File: src/rtl/lcds_pkg.sv
// lcds_pkg: shared widths, reset values, config struct and result beat type
// for the logo dissolve sequencer. No dependencies.
package lcds_pkg;

    // item field widths
    localparam int FUNC_W  = 2;
    localparam int INDEX_W = 9;
    localparam int CODE_W  = 8;

    // result field widths
    localparam int KIND_W = 2;
    localparam int ROW_W  = 4;
    localparam int COL_W  = 6;

    // register widths
    localparam int LFSR_W = 16;
    localparam int CPT_W  = 6;
    localparam int HOLD_W = 8;

    // APB port
    localparam int APB_DATA_W = 32;
    localparam int APB_ADDR_W = 5;

    // logo geometry defaults
    localparam int DEF_LOGO_ROWS = 12;
    localparam int DEF_LOGO_COLS = 40;

    // hard ceiling on positions visited in one tick
    localparam logic [CPT_W-1:0] MAX_CELLS_PER_TICK = 6'd40;

    // register reset values
    localparam logic [LFSR_W-1:0] RST_SEED    = 16'h0001;
    localparam logic [CPT_W-1:0]  RST_CPT     = 6'd40;
    localparam logic [HOLD_W-1:0] RST_HOLD    = 8'd60;
    localparam logic [CODE_W-1:0] RST_GLYPH_A = 8'h21;
    localparam logic [CODE_W-1:0] RST_GLYPH_B = 8'h30;
    localparam logic [CODE_W-1:0] RST_GLYPH_C = 8'h35;

    typedef struct packed {
        logic [LFSR_W-1:0] lfsr_seed;
        logic [CPT_W-1:0]  cells_per_tick;
        logic [HOLD_W-1:0] hold_ticks;
        logic [CODE_W-1:0] glyph_code_a;
        logic [CODE_W-1:0] glyph_code_b;
        logic [CODE_W-1:0] glyph_code_c;
    } t_cfg;

    typedef struct packed {
        logic [KIND_W-1:0] kind;
        logic [ROW_W-1:0]  cell_row;
        logic [COL_W-1:0]  cell_col;
        logic [CODE_W-1:0] glyph;
        logic              draw_on;
        logic              last;
    } t_result;

endpackage

File: src/rtl/lcds_if.sv
// lcds_if: valid/ready channel interfaces for item beats and result beats.
// Depends on lcds_pkg for field widths.
interface lcds_in_if;
    logic                        valid;
    logic                        ready;
    logic [lcds_pkg::FUNC_W-1:0]  func;
    logic [lcds_pkg::INDEX_W-1:0] cell_index;
    logic [lcds_pkg::CODE_W-1:0]  cell_code;

    modport source (output valid, func, cell_index, cell_code, input ready);
    modport sink (input valid, func, cell_index, cell_code, output ready);
endinterface

interface lcds_out_if;
    logic                       valid;
    logic                       ready;
    logic [lcds_pkg::KIND_W-1:0] kind;
    logic [lcds_pkg::ROW_W-1:0]  cell_row;
    logic [lcds_pkg::COL_W-1:0]  cell_col;
    logic [lcds_pkg::CODE_W-1:0] glyph;
    logic                       draw_on;
    logic                       last;

    modport source (output valid, kind, cell_row, cell_col, glyph, draw_on, last,
                    input ready);
    modport sink (input valid, kind, cell_row, cell_col, glyph, draw_on, last,
                  output ready);
endinterface

File: src/rtl/lfsr_cell_dissolve_sequencer_core.sv
// lfsr_cell_dissolve_sequencer_core: top level of the logo dissolve sequencer.
// Depends on lcds_pkg, lcds_if, lcds_cfg and lcds_seq.
//
//  channel   dir   handshake                    carries
//  i_in      in    valid/ready                  func, cell_index, cell_code
//  o_out     out   valid/ready                  kind, cell_row, cell_col, glyph, draw_on, last
//  apb       in    psel/penable/pwrite/pready   six config registers at 4*i
//
// load, restart and ignored items, and a quiet hold tick, are handled in S_IDLE alone; a tick
// that ends the hold or comes after the fade-out passes through S_FLUSH as well.
// a fade tick walks, per visited position, S_FADE, then S_STEP for each LFSR step up to
// and including the one that lands in the logo (the store is read on that step), then
// S_CHECK, plus S_DIV and S_PUSH on a matching cell. the single-step LFSR loop sets the
// length of a full tick.
// reset is synchronous, active low; the logo store needs no clearing pass.
// a stalled result beat holds the sequencer only when it must pass a second beat.
module lfsr_cell_dissolve_sequencer_core #(
    parameter int LOGO_ROWS = lcds_pkg::DEF_LOGO_ROWS,
    parameter int LOGO_COLS = lcds_pkg::DEF_LOGO_COLS
) (
    input  logic                            i_clk,
    input  logic                            i_rst_n,
    lcds_in_if.sink                         i_in,
    lcds_out_if.source                      o_out,
    input  logic                            psel,
    input  logic                            penable,
    input  logic                            pwrite,
    input  logic [lcds_pkg::APB_ADDR_W-1:0] paddr,
    input  logic [lcds_pkg::APB_DATA_W-1:0] pwdata,
    output logic [lcds_pkg::APB_DATA_W-1:0] prdata,
    output logic                            pready
);

    lcds_pkg::t_cfg cfg;

    lcds_cfg u_cfg (
        .i_clk   (i_clk),
        .i_rst_n (i_rst_n),
        .psel    (psel),
        .penable (penable),
        .pwrite  (pwrite),
        .paddr   (paddr),
        .pwdata  (pwdata),
        .prdata  (prdata),
        .pready  (pready),
        .o_cfg   (cfg)
    );

    lcds_seq #(
        .LOGO_ROWS (LOGO_ROWS),
        .LOGO_COLS (LOGO_COLS)
    ) u_seq (
        .i_clk   (i_clk),
        .i_rst_n (i_rst_n),
        .i_cfg   (cfg),
        .i_in    (i_in),
        .o_out   (o_out)
    );

endmodule

File: src/rtl/lcds_ram.sv
// lcds_ram: generic simple dual-port RAM, one write and one registered read port.
// No dependencies.
module lcds_ram #(
    parameter int WIDTH  = 8,
    parameter int DEPTH  = 480,
    parameter int ADDR_W = (DEPTH > 1) ? $clog2(DEPTH) : 1
) (
    input  logic              i_clk,
    input  logic              i_we,
    input  logic [ADDR_W-1:0] i_waddr,
    input  logic [WIDTH-1:0]  i_wdata,
    input  logic [ADDR_W-1:0] i_raddr,
    output logic [WIDTH-1:0]  o_rdata
);

    logic [WIDTH-1:0] r_mem [DEPTH];
    logic [WIDTH-1:0] r_rdata;

    always_ff @(posedge i_clk) begin
        if (i_we) begin
            r_mem[i_waddr] <= i_wdata;
        end
        r_rdata <= r_mem[i_raddr];
    end

    assign o_rdata = r_rdata;

endmodule

File: src/rtl/lcds_cfg.sv
// lcds_cfg: APB register file holding seed, pacing and glyph code settings.
// Depends on lcds_pkg for the config struct and reset values.
module lcds_cfg (
    input  logic                            i_clk,
    input  logic                            i_rst_n,
    input  logic                            psel,
    input  logic                            penable,
    input  logic                            pwrite,
    input  logic [lcds_pkg::APB_ADDR_W-1:0] paddr,
    input  logic [lcds_pkg::APB_DATA_W-1:0] pwdata,
    output logic [lcds_pkg::APB_DATA_W-1:0] prdata,
    output logic                            pready,
    output lcds_pkg::t_cfg                  o_cfg
);

    localparam logic [2:0] REG_SEED    = 3'd0;
    localparam logic [2:0] REG_CPT     = 3'd1;
    localparam logic [2:0] REG_HOLD    = 3'd2;
    localparam logic [2:0] REG_GLYPH_A = 3'd3;
    localparam logic [2:0] REG_GLYPH_B = 3'd4;
    localparam logic [2:0] REG_GLYPH_C = 3'd5;

    lcds_pkg::t_cfg r_cfg;
    logic [2:0]     reg_idx;
    logic           wr_en;

    assign reg_idx = paddr[4:2];
    assign pready  = 1'b1;
    assign wr_en   = psel && penable && pwrite && pready;

    always_ff @(posedge i_clk) begin
        if (!i_rst_n) begin
            r_cfg.lfsr_seed      <= lcds_pkg::RST_SEED;
            r_cfg.cells_per_tick <= lcds_pkg::RST_CPT;
            r_cfg.hold_ticks     <= lcds_pkg::RST_HOLD;
            r_cfg.glyph_code_a   <= lcds_pkg::RST_GLYPH_A;
            r_cfg.glyph_code_b   <= lcds_pkg::RST_GLYPH_B;
            r_cfg.glyph_code_c   <= lcds_pkg::RST_GLYPH_C;
        end else if (wr_en) begin
            case (reg_idx)
                REG_SEED:    r_cfg.lfsr_seed      <= pwdata[lcds_pkg::LFSR_W-1:0];
                REG_CPT:     r_cfg.cells_per_tick <= pwdata[lcds_pkg::CPT_W-1:0];
                REG_HOLD:    r_cfg.hold_ticks     <= pwdata[lcds_pkg::HOLD_W-1:0];
                REG_GLYPH_A: r_cfg.glyph_code_a   <= pwdata[lcds_pkg::CODE_W-1:0];
                REG_GLYPH_B: r_cfg.glyph_code_b   <= pwdata[lcds_pkg::CODE_W-1:0];
                REG_GLYPH_C: r_cfg.glyph_code_c   <= pwdata[lcds_pkg::CODE_W-1:0];
                default: begin
                end
            endcase
        end
    end

    always_comb begin
        case (reg_idx)
            REG_SEED:    prdata = lcds_pkg::APB_DATA_W'(r_cfg.lfsr_seed);
            REG_CPT:     prdata = lcds_pkg::APB_DATA_W'(r_cfg.cells_per_tick);
            REG_HOLD:    prdata = lcds_pkg::APB_DATA_W'(r_cfg.hold_ticks);
            REG_GLYPH_A: prdata = lcds_pkg::APB_DATA_W'(r_cfg.glyph_code_a);
            REG_GLYPH_B: prdata = lcds_pkg::APB_DATA_W'(r_cfg.glyph_code_b);
            REG_GLYPH_C: prdata = lcds_pkg::APB_DATA_W'(r_cfg.glyph_code_c);
            default:     prdata = '0;
        endcase
    end

    assign o_cfg = r_cfg;

endmodule

File: src/rtl/lcds_seq.sv
// lcds_seq: logo store, LFSR walker, row/column divider and result staging.
// Depends on lcds_pkg, lcds_if and lcds_ram.
module lcds_seq #(
    parameter int LOGO_ROWS = lcds_pkg::DEF_LOGO_ROWS,
    parameter int LOGO_COLS = lcds_pkg::DEF_LOGO_COLS
) (
    input  logic           i_clk,
    input  logic           i_rst_n,
    input  lcds_pkg::t_cfg i_cfg,
    lcds_in_if.sink        i_in,
    lcds_out_if.source     o_out
);

    localparam int CELLS   = LOGO_ROWS * LOGO_COLS;
    localparam int ADDR_W  = (CELLS > 1) ? $clog2(CELLS) : 1;
    localparam int VIS_W   = $clog2(CELLS + 1);
    localparam int QROW_W  = (LOGO_ROWS > 1) ? $clog2(LOGO_ROWS) : 1;
    localparam int RCP_SH  = ADDR_W + $clog2(LOGO_COLS) + 1;
    localparam int RCP_W   = RCP_SH + 1;
    localparam int PROD_W  = ADDR_W + RCP_W;
    localparam int LW      = lcds_pkg::LFSR_W;

    localparam logic [LW-1:0]     CELLS_L   = LW'(CELLS);
    localparam logic [VIS_W-1:0]  CELLS_V   = VIS_W'(CELLS);
    // rounded-up reciprocal of the column count, exact for every cell address
    localparam logic [RCP_W-1:0]  COL_RCP   = RCP_W'(((1 << RCP_SH) + LOGO_COLS - 1) / LOGO_COLS);
    localparam logic [ADDR_W-1:0] COLS_A    = ADDR_W'(LOGO_COLS);
    localparam logic [LW-1:0]     LFSR_TAPS = 16'hB400;

    localparam logic [1:0] FN_LOAD    = 2'd0;
    localparam logic [1:0] FN_TICK    = 2'd1;
    localparam logic [1:0] FN_RESTART = 2'd2;

    localparam logic [1:0] PH_FADE_IN  = 2'd0;
    localparam logic [1:0] PH_HOLD     = 2'd1;
    localparam logic [1:0] PH_FADE_OUT = 2'd2;
    localparam logic [1:0] PH_DONE     = 2'd3;

    localparam logic [1:0] KIND_CELL   = 2'd0;
    localparam logic [1:0] KIND_TEXT   = 2'd1;
    localparam logic [1:0] KIND_ERASE  = 2'd2;
    localparam logic [1:0] KIND_FINISH = 2'd3;

    localparam logic [2:0] S_IDLE  = 3'd0;
    localparam logic [2:0] S_FADE  = 3'd1;
    localparam logic [2:0] S_STEP  = 3'd2;
    localparam logic [2:0] S_CHECK = 3'd3;
    localparam logic [2:0] S_DIV   = 3'd4;
    localparam logic [2:0] S_PUSH  = 3'd5;
    localparam logic [2:0] S_ENDF  = 3'd6;
    localparam logic [2:0] S_FLUSH = 3'd7;

    function automatic logic [LW-1:0] lfsr_step(input logic [LW-1:0] w);
        logic [LW-1:0] s;
        s = w >> 1;
        if (w[0]) begin
            s = s ^ LFSR_TAPS;
        end
        return s;
    endfunction

    function automatic lcds_pkg::t_result make_event(input logic [1:0] k);
        lcds_pkg::t_result r;
        r      = '0;
        r.kind = k;
        return r;
    endfunction

    logic [2:0]                    r_fsm, n_fsm;
    logic [1:0]                    r_phase, n_phase;
    logic [LW-1:0]                 r_lfsr, n_lfsr;
    logic [VIS_W-1:0]              r_visited, n_visited;
    logic [lcds_pkg::HOLD_W-1:0]   r_hold, n_hold;
    logic [lcds_pkg::CPT_W-1:0]    r_iter, n_iter;
    logic [ADDR_W-1:0]             r_pos, n_pos;
    logic [lcds_pkg::CODE_W-1:0]   r_code, n_code;
    logic [QROW_W-1:0]             r_row, n_row;
    lcds_pkg::t_result             r_pend, n_pend;
    logic                          r_pend_valid, n_pend_valid;
    lcds_pkg::t_result             r_out, n_out;
    logic                          r_out_valid, n_out_valid;

    logic                          accept;
    logic                          ram_we;
    logic [ADDR_W-1:0]             ram_waddr;
    logic [ADDR_W-1:0]             ram_raddr;
    logic [lcds_pkg::CODE_W-1:0]   ram_rdata;
    logic [LW-1:0]                 lfsr_nx;
    logic                          hit;
    logic                          glyph_hit;
    logic                          out_free;
    logic                          can_push;
    logic                          push_req;
    lcds_pkg::t_result             push_res;
    logic [lcds_pkg::CPT_W-1:0]    limit;
    logic                          more;
    logic [PROD_W-1:0]             row_prod;
    logic [ADDR_W-1:0]             col_calc;
    logic [lcds_pkg::HOLD_W-1:0]   hold_nx;

    assign i_in.ready = (r_fsm == S_IDLE);
    assign accept     = i_in.valid && i_in.ready;

    assign ram_we    = accept && (i_in.func == FN_LOAD)
                       && (LW'(i_in.cell_index) < CELLS_L);
    assign ram_waddr = ADDR_W'(i_in.cell_index);

    assign lfsr_nx   = lfsr_step(r_lfsr);
    assign hit       = (lfsr_nx != '0) && (lfsr_nx <= CELLS_L);
    // read runs every cycle; data is used only the cycle after a hit
    assign ram_raddr = ADDR_W'(lfsr_nx - 16'd1);

    lcds_ram #(
        .WIDTH (lcds_pkg::CODE_W),
        .DEPTH (CELLS)
    ) u_logo_ram (
        .i_clk   (i_clk),
        .i_we    (ram_we),
        .i_waddr (ram_waddr),
        .i_wdata (i_in.cell_code),
        .i_raddr (ram_raddr),
        .o_rdata (ram_rdata)
    );

    assign glyph_hit = (ram_rdata == i_cfg.glyph_code_a) || (ram_rdata == i_cfg.glyph_code_b)
                       || (ram_rdata == i_cfg.glyph_code_c);

    assign limit = (i_cfg.cells_per_tick > lcds_pkg::MAX_CELLS_PER_TICK)
                   ? lcds_pkg::MAX_CELLS_PER_TICK : i_cfg.cells_per_tick;
    assign more  = (r_iter < limit) && (r_visited < CELLS_V);

    assign out_free = !r_out_valid || o_out.ready;
    // pending beat must move out before a new one can take its place
    assign can_push = !r_pend_valid || out_free;
    assign row_prod = PROD_W'(r_pos) * PROD_W'(COL_RCP);
    assign col_calc = r_pos - ADDR_W'(r_row) * COLS_A;
    assign hold_nx  = r_hold + 8'd1;

    always_comb begin
        n_fsm        = r_fsm;
        n_phase      = r_phase;
        n_lfsr       = r_lfsr;
        n_visited    = r_visited;
        n_hold       = r_hold;
        n_iter       = r_iter;
        n_pos        = r_pos;
        n_code       = r_code;
        n_row        = r_row;
        n_pend       = r_pend;
        n_pend_valid = r_pend_valid;
        n_out        = r_out;
        n_out_valid  = r_out_valid;
        push_req     = 1'b0;
        push_res     = '0;

        if (r_out_valid && o_out.ready) begin
            n_out_valid = 1'b0;
        end

        case (r_fsm)
            S_IDLE: begin
                if (accept) begin
                    case (i_in.func)
                        FN_RESTART: begin
                            n_lfsr    = (i_cfg.lfsr_seed != '0) ? i_cfg.lfsr_seed : 16'd1;
                            n_phase   = PH_FADE_IN;
                            n_visited = '0;
                            n_hold    = '0;
                        end
                        FN_TICK: begin
                            case (r_phase)
                                PH_FADE_IN, PH_FADE_OUT: begin
                                    n_iter = '0;
                                    n_fsm  = S_FADE;
                                end
                                PH_HOLD: begin
                                    n_hold = hold_nx;
                                    if (hold_nx >= i_cfg.hold_ticks) begin
                                        n_pend       = make_event(KIND_ERASE);
                                        n_pend_valid = 1'b1;
                                        n_phase      = PH_FADE_OUT;
                                        n_visited    = '0;
                                        n_fsm        = S_FLUSH;
                                    end
                                end
                                default: begin
                                    n_pend       = make_event(KIND_FINISH);
                                    n_pend_valid = 1'b1;
                                    n_fsm        = S_FLUSH;
                                end
                            endcase
                        end
                        default: begin
                        end
                    endcase
                end
            end
            S_FADE: begin
                n_fsm = more ? S_STEP : S_ENDF;
            end
            S_STEP: begin
                n_lfsr = lfsr_nx;
                if (hit) begin
                    n_pos     = ram_raddr;
                    n_visited = r_visited + 1'b1;
                    n_iter    = r_iter + 1'b1;
                    n_fsm     = S_CHECK;
                end
            end
            S_CHECK: begin
                if (glyph_hit) begin
                    n_code = ram_rdata;
                    n_fsm  = S_DIV;
                end else begin
                    n_fsm = S_FADE;
                end
            end
            S_DIV: begin
                // row by reciprocal multiplication, column follows in the push cycle
                n_row = row_prod[RCP_SH +: QROW_W];
                n_fsm = S_PUSH;
            end
            S_PUSH: begin
                push_req          = 1'b1;
                push_res.kind     = KIND_CELL;
                push_res.cell_row = lcds_pkg::ROW_W'(r_row);
                push_res.cell_col = lcds_pkg::COL_W'(col_calc);
                push_res.glyph    = r_code;
                push_res.draw_on  = (r_phase == PH_FADE_IN);
                if (can_push) begin
                    n_fsm = S_FADE;
                end
            end
            S_ENDF: begin
                if (r_visited >= CELLS_V) begin
                    push_req = 1'b1;
                    push_res = make_event((r_phase == PH_FADE_IN) ? KIND_TEXT : KIND_FINISH);
                    if (can_push) begin
                        if (r_phase == PH_FADE_IN) begin
                            n_phase = PH_HOLD;
                            n_hold  = '0;
                        end else begin
                            n_phase = PH_DONE;
                        end
                        n_fsm = S_FLUSH;
                    end
                end else begin
                    n_fsm = S_FLUSH;
                end
            end
            S_FLUSH: begin
                if (!r_pend_valid) begin
                    n_fsm = S_IDLE;
                end else if (out_free) begin
                    n_out        = r_pend;
                    n_out.last   = 1'b1;
                    n_out_valid  = 1'b1;
                    n_pend_valid = 1'b0;
                    n_fsm        = S_IDLE;
                end
            end
            default: begin
                n_fsm = S_IDLE;
            end
        endcase

        if (push_req && can_push) begin
            if (r_pend_valid) begin
                n_out       = r_pend;
                n_out.last  = 1'b0;
                n_out_valid = 1'b1;
            end
            n_pend       = push_res;
            n_pend_valid = 1'b1;
        end
    end

    always_ff @(posedge i_clk) begin
        if (!i_rst_n) begin
            r_fsm        <= S_IDLE;
            r_phase      <= PH_FADE_IN;
            r_lfsr       <= 16'd1;
            r_visited    <= '0;
            r_hold       <= '0;
            r_pend_valid <= 1'b0;
            r_out_valid  <= 1'b0;
        end else begin
            r_fsm        <= n_fsm;
            r_phase      <= n_phase;
            r_lfsr       <= n_lfsr;
            r_visited    <= n_visited;
            r_hold       <= n_hold;
            r_pend_valid <= n_pend_valid;
            r_out_valid  <= n_out_valid;
        end
    end

    always_ff @(posedge i_clk) begin
        r_iter <= n_iter;
        r_pos  <= n_pos;
        r_code <= n_code;
        r_row  <= n_row;
        r_pend <= n_pend;
        r_out  <= n_out;
    end

    assign o_out.valid    = r_out_valid;
    assign o_out.kind     = r_out.kind;
    assign o_out.cell_row = r_out.cell_row;
    assign o_out.cell_col = r_out.cell_col;
    assign o_out.glyph    = r_out.glyph;
    assign o_out.draw_on  = r_out.draw_on;
    assign o_out.last     = r_out.last;

endmodule
File: src/flat_wrapper.sv
// flat-port wrapper written by rule: the top's interface ports become plain ports
module lfsr_cell_dissolve_sequencer_core_flat 
#(
    parameter int LOGO_ROWS = lcds_pkg::DEF_LOGO_ROWS,
    parameter int LOGO_COLS = lcds_pkg::DEF_LOGO_COLS
)
  (i_clk, i_rst_n, psel, penable, pwrite, paddr, pwdata, prdata, pready, i_in_valid, i_in_func, i_in_cell_index, i_in_cell_code, i_in_ready, o_out_valid, o_out_kind, o_out_cell_row, o_out_cell_col, o_out_glyph, o_out_draw_on, o_out_last, o_out_ready);
  lcds_in_if i_in_i ();
  lcds_out_if o_out_i ();
  input  logic i_clk;
  input  logic i_rst_n;
  input  logic psel;
  input  logic penable;
  input  logic pwrite;
  input  logic [lcds_pkg::APB_ADDR_W-1:0] paddr;
  input  logic [lcds_pkg::APB_DATA_W-1:0] pwdata;
  output logic [lcds_pkg::APB_DATA_W-1:0] prdata;
  output logic pready;
  input wire logic [$bits(i_in_i.valid)-1:0] i_in_valid;
  input wire logic [$bits(i_in_i.func)-1:0] i_in_func;
  input wire logic [$bits(i_in_i.cell_index)-1:0] i_in_cell_index;
  input wire logic [$bits(i_in_i.cell_code)-1:0] i_in_cell_code;
  output wire logic [$bits(i_in_i.ready)-1:0] i_in_ready;
  output wire logic [$bits(o_out_i.valid)-1:0] o_out_valid;
  output wire logic [$bits(o_out_i.kind)-1:0] o_out_kind;
  output wire logic [$bits(o_out_i.cell_row)-1:0] o_out_cell_row;
  output wire logic [$bits(o_out_i.cell_col)-1:0] o_out_cell_col;
  output wire logic [$bits(o_out_i.glyph)-1:0] o_out_glyph;
  output wire logic [$bits(o_out_i.draw_on)-1:0] o_out_draw_on;
  output wire logic [$bits(o_out_i.last)-1:0] o_out_last;
  input wire logic [$bits(o_out_i.ready)-1:0] o_out_ready;
  assign i_in_i.valid = i_in_valid;
  assign i_in_i.func = i_in_func;
  assign i_in_i.cell_index = i_in_cell_index;
  assign i_in_i.cell_code = i_in_cell_code;
  assign i_in_ready = i_in_i.ready;
  assign o_out_valid = o_out_i.valid;
  assign o_out_kind = o_out_i.kind;
  assign o_out_cell_row = o_out_i.cell_row;
  assign o_out_cell_col = o_out_i.cell_col;
  assign o_out_glyph = o_out_i.glyph;
  assign o_out_draw_on = o_out_i.draw_on;
  assign o_out_last = o_out_i.last;
  assign o_out_i.ready = o_out_ready;
  lfsr_cell_dissolve_sequencer_core #(.LOGO_ROWS(LOGO_ROWS), .LOGO_COLS(LOGO_COLS)) u_core (.i_clk(i_clk), .i_rst_n(i_rst_n), .i_in(i_in_i), .o_out(o_out_i), .psel(psel), .penable(penable), .pwrite(pwrite), .paddr(paddr), .pwdata(pwdata), .prdata(prdata), .pready(pready));
endmodule
File: config.mk
export PLATFORM = sky130hd
export DESIGN_NAME = lfsr_cell_dissolve_sequencer_core_flat
export DESIGN_NICKNAME = d
export VERILOG_FILES = /design/src/rtl/lcds_pkg.sv /design/src/rtl/lcds_if.sv /design/src/rtl/lfsr_cell_dissolve_sequencer_core.sv /design/src/rtl/lcds_ram.sv /design/src/rtl/lcds_cfg.sv /design/src/rtl/lcds_seq.sv /design/src/flat_wrapper.sv
export SDC_FILE = /design/constraint.sdc
export NUM_CORES = 2
export LEC_CHECK = 0
export BUFFER_PORTS_ARGS = -buffer_cell sky130_fd_sc_hd__buf_2
export CORE_UTILIZATION = 30
export CTS_BUF_LIST = sky130_fd_sc_hd__clkbuf_16
export DETAILED_ROUTE_END_ITERATION = 12
export GPL_TIMING_DRIVEN = 0
export HOLD_SLACK_MARGIN = 0.02
export PLACE_DENSITY = 0.51
export RECOVER_POWER = 50
export REMOVE_ABC_BUFFERS = 1
export SYNTH_ARGS = -nofsm -noshare
export SYNTH_HDL_FRONTEND = slang
export SYNTH_SLANG_ARGS = --single-unit
File: constraint.sdc
create_clock -name i_clk -period 11 [get_ports i_clk]
set_input_delay 2.2 -clock i_clk [delete_from_list [all_inputs] [get_ports i_clk]]
set_output_delay 2.2 -clock i_clk [all_outputs]
set_load 0.05 [all_outputs]
# Word level (Yosys, flattened, before mapping)
# Memory sizes are Yosys's and may differ from the RTL's. A register that Yosys moved wholly into a read port is not among the register bits.
# Index checks and enable logic that the tools add are counted.
dict set report classes {
  n_addsub 5
  multipliers 2
  magnitude_cmp 7
  n_eq_ne 40
  muxes 78
  bitwise 1
  n_reduce_logical 44
}
# op count
set op_table {}
lappend op_table {{2-to-1 mux 22 bit} 11}
lappend op_table {{case mux 16 bit (6 select lines)} 1}
lappend op_table {{2-to-1 mux 16 bit} 4}
lappend op_table {{case mux 22 bit (2 select lines)} 1}
lappend op_table {{case mux 21 bit (2 select lines)} 1}
lappend op_table {{2-to-1 mux 8 bit} 5}
lappend op_table {{2-to-1 mux 9 bit} 4}
lappend op_table {{case mux 9 bit (2 select lines)} 2}
lappend op_table {{2-to-1 mux 3 bit} 11}
lappend op_table {{case mux 16 bit (2 select lines)} 1}
lappend op_table {{case mux 8 bit (2 select lines)} 2}
lappend op_table {{nonzero test 16 bit} 2}
lappend op_table {{2-to-1 mux 6 bit} 5}
lappend op_table {{== test 8 bit} 3}
lappend op_table {{case mux 3 bit (8 select lines)} 1}
lappend op_table {{!= test 3 bit, second input constant} 7}
lappend op_table {{AND reduction 7 bit} 3}
lappend op_table {{multiplier 9 x 11 -> 20 bit, second input constant} 1}
lappend op_table {{== test 3 bit, second input constant} 6}
lappend op_table {{less-than comparator 9 bit, second input constant} 2}
lappend op_table {{<= comparator 16 x 9 -> 1 bit, second input constant} 1}
lappend op_table {{2-to-1 mux 1 bit} 16}
lappend op_table {{AND reduction 2 bit} 8}
lappend op_table {{AND reduction 5 bit} 3}
lappend op_table {{34 further kinds} 76}
dict set report totals {
  ff_bits 164
  ram_bits 3840
  input_bits 63
  output_inout_bits 57
  mem_count 1
}
# name depth word_bits rd rd_ports_with_merged_regs write_ports line_no
set mem_list {}
lappend mem_list {u_core.u_seq.u_logo_ram.r_mem 480 8 1 1 1 lcds_ram.sv:16} ;# logic [WIDTH-1:0] r_mem [DEPTH];

# Longest topological paths before layout
dict set report logic_depth {
  ltp_word 8
  ltp_mapped 19
  depth_no_buf 17
}

# By module
# Synthesis repeated with hierarchy kept, for this count alone.
dict set report hier_totals {
  hier_cells 8007
  hier_area_um2 159370.3
}
# module n_inst cells_per_inst area_each_um2 seq_area_each_um2
set by_module_without_submodules {}
lappend by_module_without_submodules {lcds_ram 1 7018 149669.8 115470.7}
lappend by_module_without_submodules {lcds_seq 1 701 7008.0 2902.8}
lappend by_module_without_submodules {lcds_cfg 1 288 2692.6 1081.0}

# Worst setup path after synthesis
# Ideal clock, no wire load.
dict set report synth_path {
  path_type {in2out}
  start {in paddr[2] (netlist name)}
  end {out prdata[2] (netlist name)}
  t_arrival_ns 4.212
  setup_slack_ns 4.588
  stages 5
  path_buffers 2
  cell_sequence {clkbuf_1 -> buf_1 -> and2_1 -> a22oi_1 -> o21ai_0}
}
dict set report synth_via {
  elab_chain_len 2
  word_cells_on_any_way 7
  cone_classes {5 x eq/ne; 1 x mux; 1 x reduce/logical}
}
# item line_no
set synth_lines {}
lappend synth_lines {{start: declaration} flat_wrapper.sv:15} ;# input logic [lcds_pkg::APB_ADDR_W-1:0] paddr;
lappend synth_lines {{== test 3 bit, or another cell as far along} lcds_cfg.sv:54} ;# case (reg_idx)
lappend synth_lines {{case mux 16 bit (6 select lines) (*)} lcds_cfg.sv:54}
lappend synth_lines {{end: declaration} flat_wrapper.sv:17} ;# output logic [lcds_pkg::APB_DATA_W-1:0] prdata;
# Every way passes the cells marked *; elsewhere a longest branch is shown, timed or not.

# Worst setup path in the final report
dict set report layout_path {
  start {in i_in_cell_code[6]}
  end {mem u_core.u_seq.u_logo_ram.r_mem[189][6] (data pin)}
}
# item line_no
set layout_lines {}
lappend layout_lines {{start: declaration} flat_wrapper.sv:22} ;# input wire logic [$bits(i_in_i.cell_code)-1:0] i_in_cell_code;
lappend layout_lines {{end: declaration} lcds_ram.sv:16}
# No word-level cell before the write port.

==> metrics.md <==
| Metric | Value |
|---|---|
| Crit Path Max Fanout | 140 |
| Core area | around 0.52 mm2 |
| Post-DP Area | 0.169 mm2 |
| Synth Area in XOR/XNOR | less than 1% |
| CTS Hold Bufs | 0 |
| Netlist Area Pre-Place | 0.158 mm2 |
| Layout cell share with drive strength beyond 1 | 25.6% |
| Final worst path period share | 77.6% |
| Vias | 74100 |
| Via density | around 5.0 |
| DRC | 0 |
| Final instance area | roughly 0.18 mm2 |
| Antenna violations before repair | 31 |
| Unrepaired setup endpoints after global routing | false |
| Die area | 0.530 mm2 |
| Worst-path clk slew | 0.06 ns |
| Compound-Gate Fraction of Synth Area | 1.03% |
| Maximum VDD drop | 268 uV |
| I/O pins | 120 |
| Detail Placement HPWL | 249 mm |
| Pwr Density | 247 mW/mm2 |
| #FFs+latches synth | around 4000 |
| Top FF cell, synth | edfxtp_1 |
| Mapped Cells | 7334 |
| DP Cell Count | 14100 |
| Drt total wl | approximately 410 mm |
| Vias in the first global route | 76200 |
| Failing checks | max-capacitance violations, max-slew violations |
| Top cells by area, synth | edfxtp_1 (74%), mux4_2 (17%), nor2_1 (1.4%) |
| Final hold vios | 0 |
| DRT Pass-1 Iters | 5 |
| Total chip power | approximately 0.045 W |
| Max cap viols | 19 |
| Setup bufs post-CTS | 0 |
| Crit path required time | ~12 ns |
| Crit path top cell by count | buf_16 |
| Hold crit path type | reg -> reg |
| Worst hold margin | around 0.5 ns |
| Buffers on Ports | 84 |
| Slowest Stage Delay on Critical Path | 3.65 ns |
| Final setup viols | 0 |
| Fmax | 117 MHz |
| Synth Area in Adders | 0.828% |
| Min Clock Period, post-route | 8.54 ns |
| 1st-iter DRT viols | around 7600 |
| Deepest clock path buffer count | 4 |
| Total Routing Usage GR | 15.0% |
| Slowest stage cell on the critical path | clkbuf_1 |
| Worst reg2reg setup slack | 2.46 ns |
| Post-cts resize count | 0 |
| Slew Viols, Final | 1748 |
| Final nets | 7719 |
| Sink count of the clock tree | 4012 |
| Hold_sp | u_core.u_seq.r_visited[7] |
| Largest family of logic cells by synthesized area | multiplexers |
| Distinct cells, synth | 78 |
| Crit path capture type | flip-flop |
| Largest net degree at the start of global routing | 145 |
| Final Worst Setup Slack | roughly 2.5 ns |
| Pleak | 54.9 nW |
| First-pass GRT wire length | 577 mm |
| Area growth, synth to finish | 14.9% |
| Clk root buf | clkbuf_16 |
| Avg Synthesized Cell Area | 21.6 um2 |
| Initial Utilization | 30.1% |
| Headroom to the max-slew limit | -357% |
| Worst reg-to-reg path cell count | 12 |
| H-tree levels | 5 |
| Worst slack, placed | 3.77 ns |
| Simple-Gate Fraction of Synth Area | 2.95% |
| Routed WL per cell | 27.4 um |
| Routability cong. | between 0.7 and 0.8 |
| Worst-Margin Slew | 6.85 ns |
| RR Startpoint | u_core.u_seq.r_lfsr[1] |
| Arr. time, crit path | about 9 ns |
| Die Span Y | 728 um |
| Post-synth ARST share | 0% |
| Crit-path cells | clkbuf_1, buf_16, clkbuf_2, buf_16 |
| Sequential-to-total area share from yosys stat | 75.5% |
| EDFF count, synth | 3910 |
| Setup Skew | between 0.04 and 0.05 ns |
| Clock buffer count from CTS | 417 |
| Synth top area share | 74.3% |
| WHS Endpoint | u_core.u_seq.r_visited[7] |
| Post-DRT Antenna Nets | 0 |
| Die W | 728 um |
| CP Class | in -> reg |
| Synth Warn # | 0 |
| Largest area contributor in the netlist | edfxtp_1 |
| R2R Path End | u_core.u_seq.u_logo_ram.o_rdata[7] |
| Hold depth | 2 |
| Mux share of post-synthesis cell area | 17.7% |
| Status | complete, but fails checks |
| Final std cells w/o fill | 14900 |
| Clock Latency Late Sink | 0.99 ns |
| Row count | 266 |
| Total congestion overflow | 0 |
| Nature of the critical path startpoint | primary input |
| CTS tree | yes |
-- cells by family after synthesis --
family | Yosys count
simple gates | 1100
fa+ha+maj | 89
compound gates | 245
other cells | 2
flops | 4012
mux | 1302
buf+inv | 527
xor+xnor | 57
-- synth_stat cells (3+ instances only) --
cell          n
and3_1       16
and2_1       48
a211o_1       4
buf_1        20
inv_1        83
a31oi_1      16
nor4_1       10
a21oi_1      73
o21ai_0      39
a211oi_1     14
nand2b_1      7
xnor2_1      27
o22ai_1       7
buf_2       112
ha_1         63
mux2i_1     105
edfxtp_1   3910
nor2b_1      13
nor2_1      596
a22oi_1      19
xor2_1       28
nor3_1       22
a221oi_1     16
nor3b_1       6
o2111ai_1     3
nand4_1      25
mux4_2     1195
buf_4        65
fa_1         26
a21o_1        8
or3_1         9
clkbuf_1    216
o211ai_1      9
and3b_1       3
nand3_1      67
dfxtp_1     102
nand3b_1      6
nand2_1     262
inv_2         5
a32oi_1       5
buf_6        22
-- through the flow --
| step | setup TNS (ns) | utilization [%] |
|---|---|---|
| floorplan | -1584.92 | - |
| global placement | -2895.67 | 31.5 |
| detailed placement | 0 | 32.2 |
| CTS | 0 | 34.7 |
| global route | 0 | 34.6 |
| finish | 0 | 34.6 |
-- where the power goes --
group | internal (W) | switching (W) | leakage [nW] | total [W]
clock | 0.00772 | 0.00591 | 6.67 | 0.0136
combinational | 0.00583 | 0.00849 | 12.3 | 0.0143
sequential | 0.0169 | 0.000125 | 35.9 | 0.0170
total | 0.0304 | 0.0145 | 54.9 | 0.0450
-- state kept, by name, summed over array words and instances, names as in the netlist, 4 cells and up, named ones only --
| name | cells |
|---|---|
| u_core.u_seq.r_iter | 6 |
| u_core.u_seq.r_code | 8 |
| u_core.u_seq.r_row | 4 |
| u_core.u_seq.u_logo_ram.o_rdata | 8 |
| u_core.u_seq.r_hold | 8 |
| u_core.u_seq.r_visited | 9 |
| u_core.u_seq.r_pend | 21 |
| u_core.u_seq.u_logo_ram.r_mem | 3840 |
| u_core.u_seq.r_pos | 9 |
| u_core.u_seq.r_lfsr | 16 |
| u_core.u_cfg.o_cfg | 54 |
-- routing by layer --
metal / GRT usage, % / vias to the layer above / wire length (um)
li1: - / 30900 / -
met1: 20.4 / 40100 / 170000
met2: 24.9 / 2477 / 200000
met3: 2.77 / 509 / 27300
met4: 3.95 / 6 / 10100
met5: 0 / - / 35
-- worst max-delay path: cells and delay by family --
kind / cells / cell delay (ns)
buffers and inverters: 4 / 6.36
-- final cells by class --
| cell class | count | area [um2] |
|---|---|---|
| Tap cell | 6968 | 8720 |
| Fill cell | 48300 | 343000 |
| Multi-Input combinational cell | 2810 | 36400 |
| Antenna cell | 8 | 20.0 |
| Clock buffer | 424 | 10600 |
| Inverter | 91 | 360 |
| Timing Repair Buffer | 235 | 3650 |
| Sequential cell | 4012 | 119000 |
| Clock inverter | 339 | 2510 |
-- worst max-delay path by stage --
stage	from	to	slack [ns]	depth (start not counted)
after floorplan	u_core.u_seq.r_lfsr[1]	u_core.u_seq.u_logo_ram.o_rdata[2]	-52.00	9
after global placement	u_core.u_seq.r_lfsr[1]	u_core.u_seq.u_logo_ram.o_rdata[2]	-98.09	8
after detailed placement	u_core.u_seq.r_lfsr[1]	u_core.u_seq.u_logo_ram.o_rdata[3]	3.77	12
after CTS	u_core.u_seq.r_lfsr[1]	u_core.u_seq.u_logo_ram.o_rdata[3]	3.72	12
after global routing	i_in_cell_code[6]	u_core.u_seq.u_logo_ram.r_mem[243][6]	2.03	4
final	i_in_cell_code[6]	u_core.u_seq.u_logo_ram.r_mem[189][6]	2.46	4
-- cells in the final DEF (no fill, tap or decap), types with 17 or more instances in the layout --
cell type	n
ha_1	62
conb_1	17
clkinvlp_4	20
nor2_1	595
clkinv_2	71
a21oi_1	73
bufinv_16	32
nor3_1	20
dfxtp_1	102
edfxtp_1	3910
clkinv_1	124
and2_1	28
buf_2	72
buf_16	90
nand2_1	253
xnor2_1	25
and2_0	20
o21ai_0	38
clkbuf_16	424
nand3_1	61
mux4_2	1195
mux2i_1	105
clkbuf_1	19
xor2_1	27
fa_1	26
a22oi_1	19
nand4_1	25
buf_8	29
inv_1	153
(Power assumes the default switching activity.)
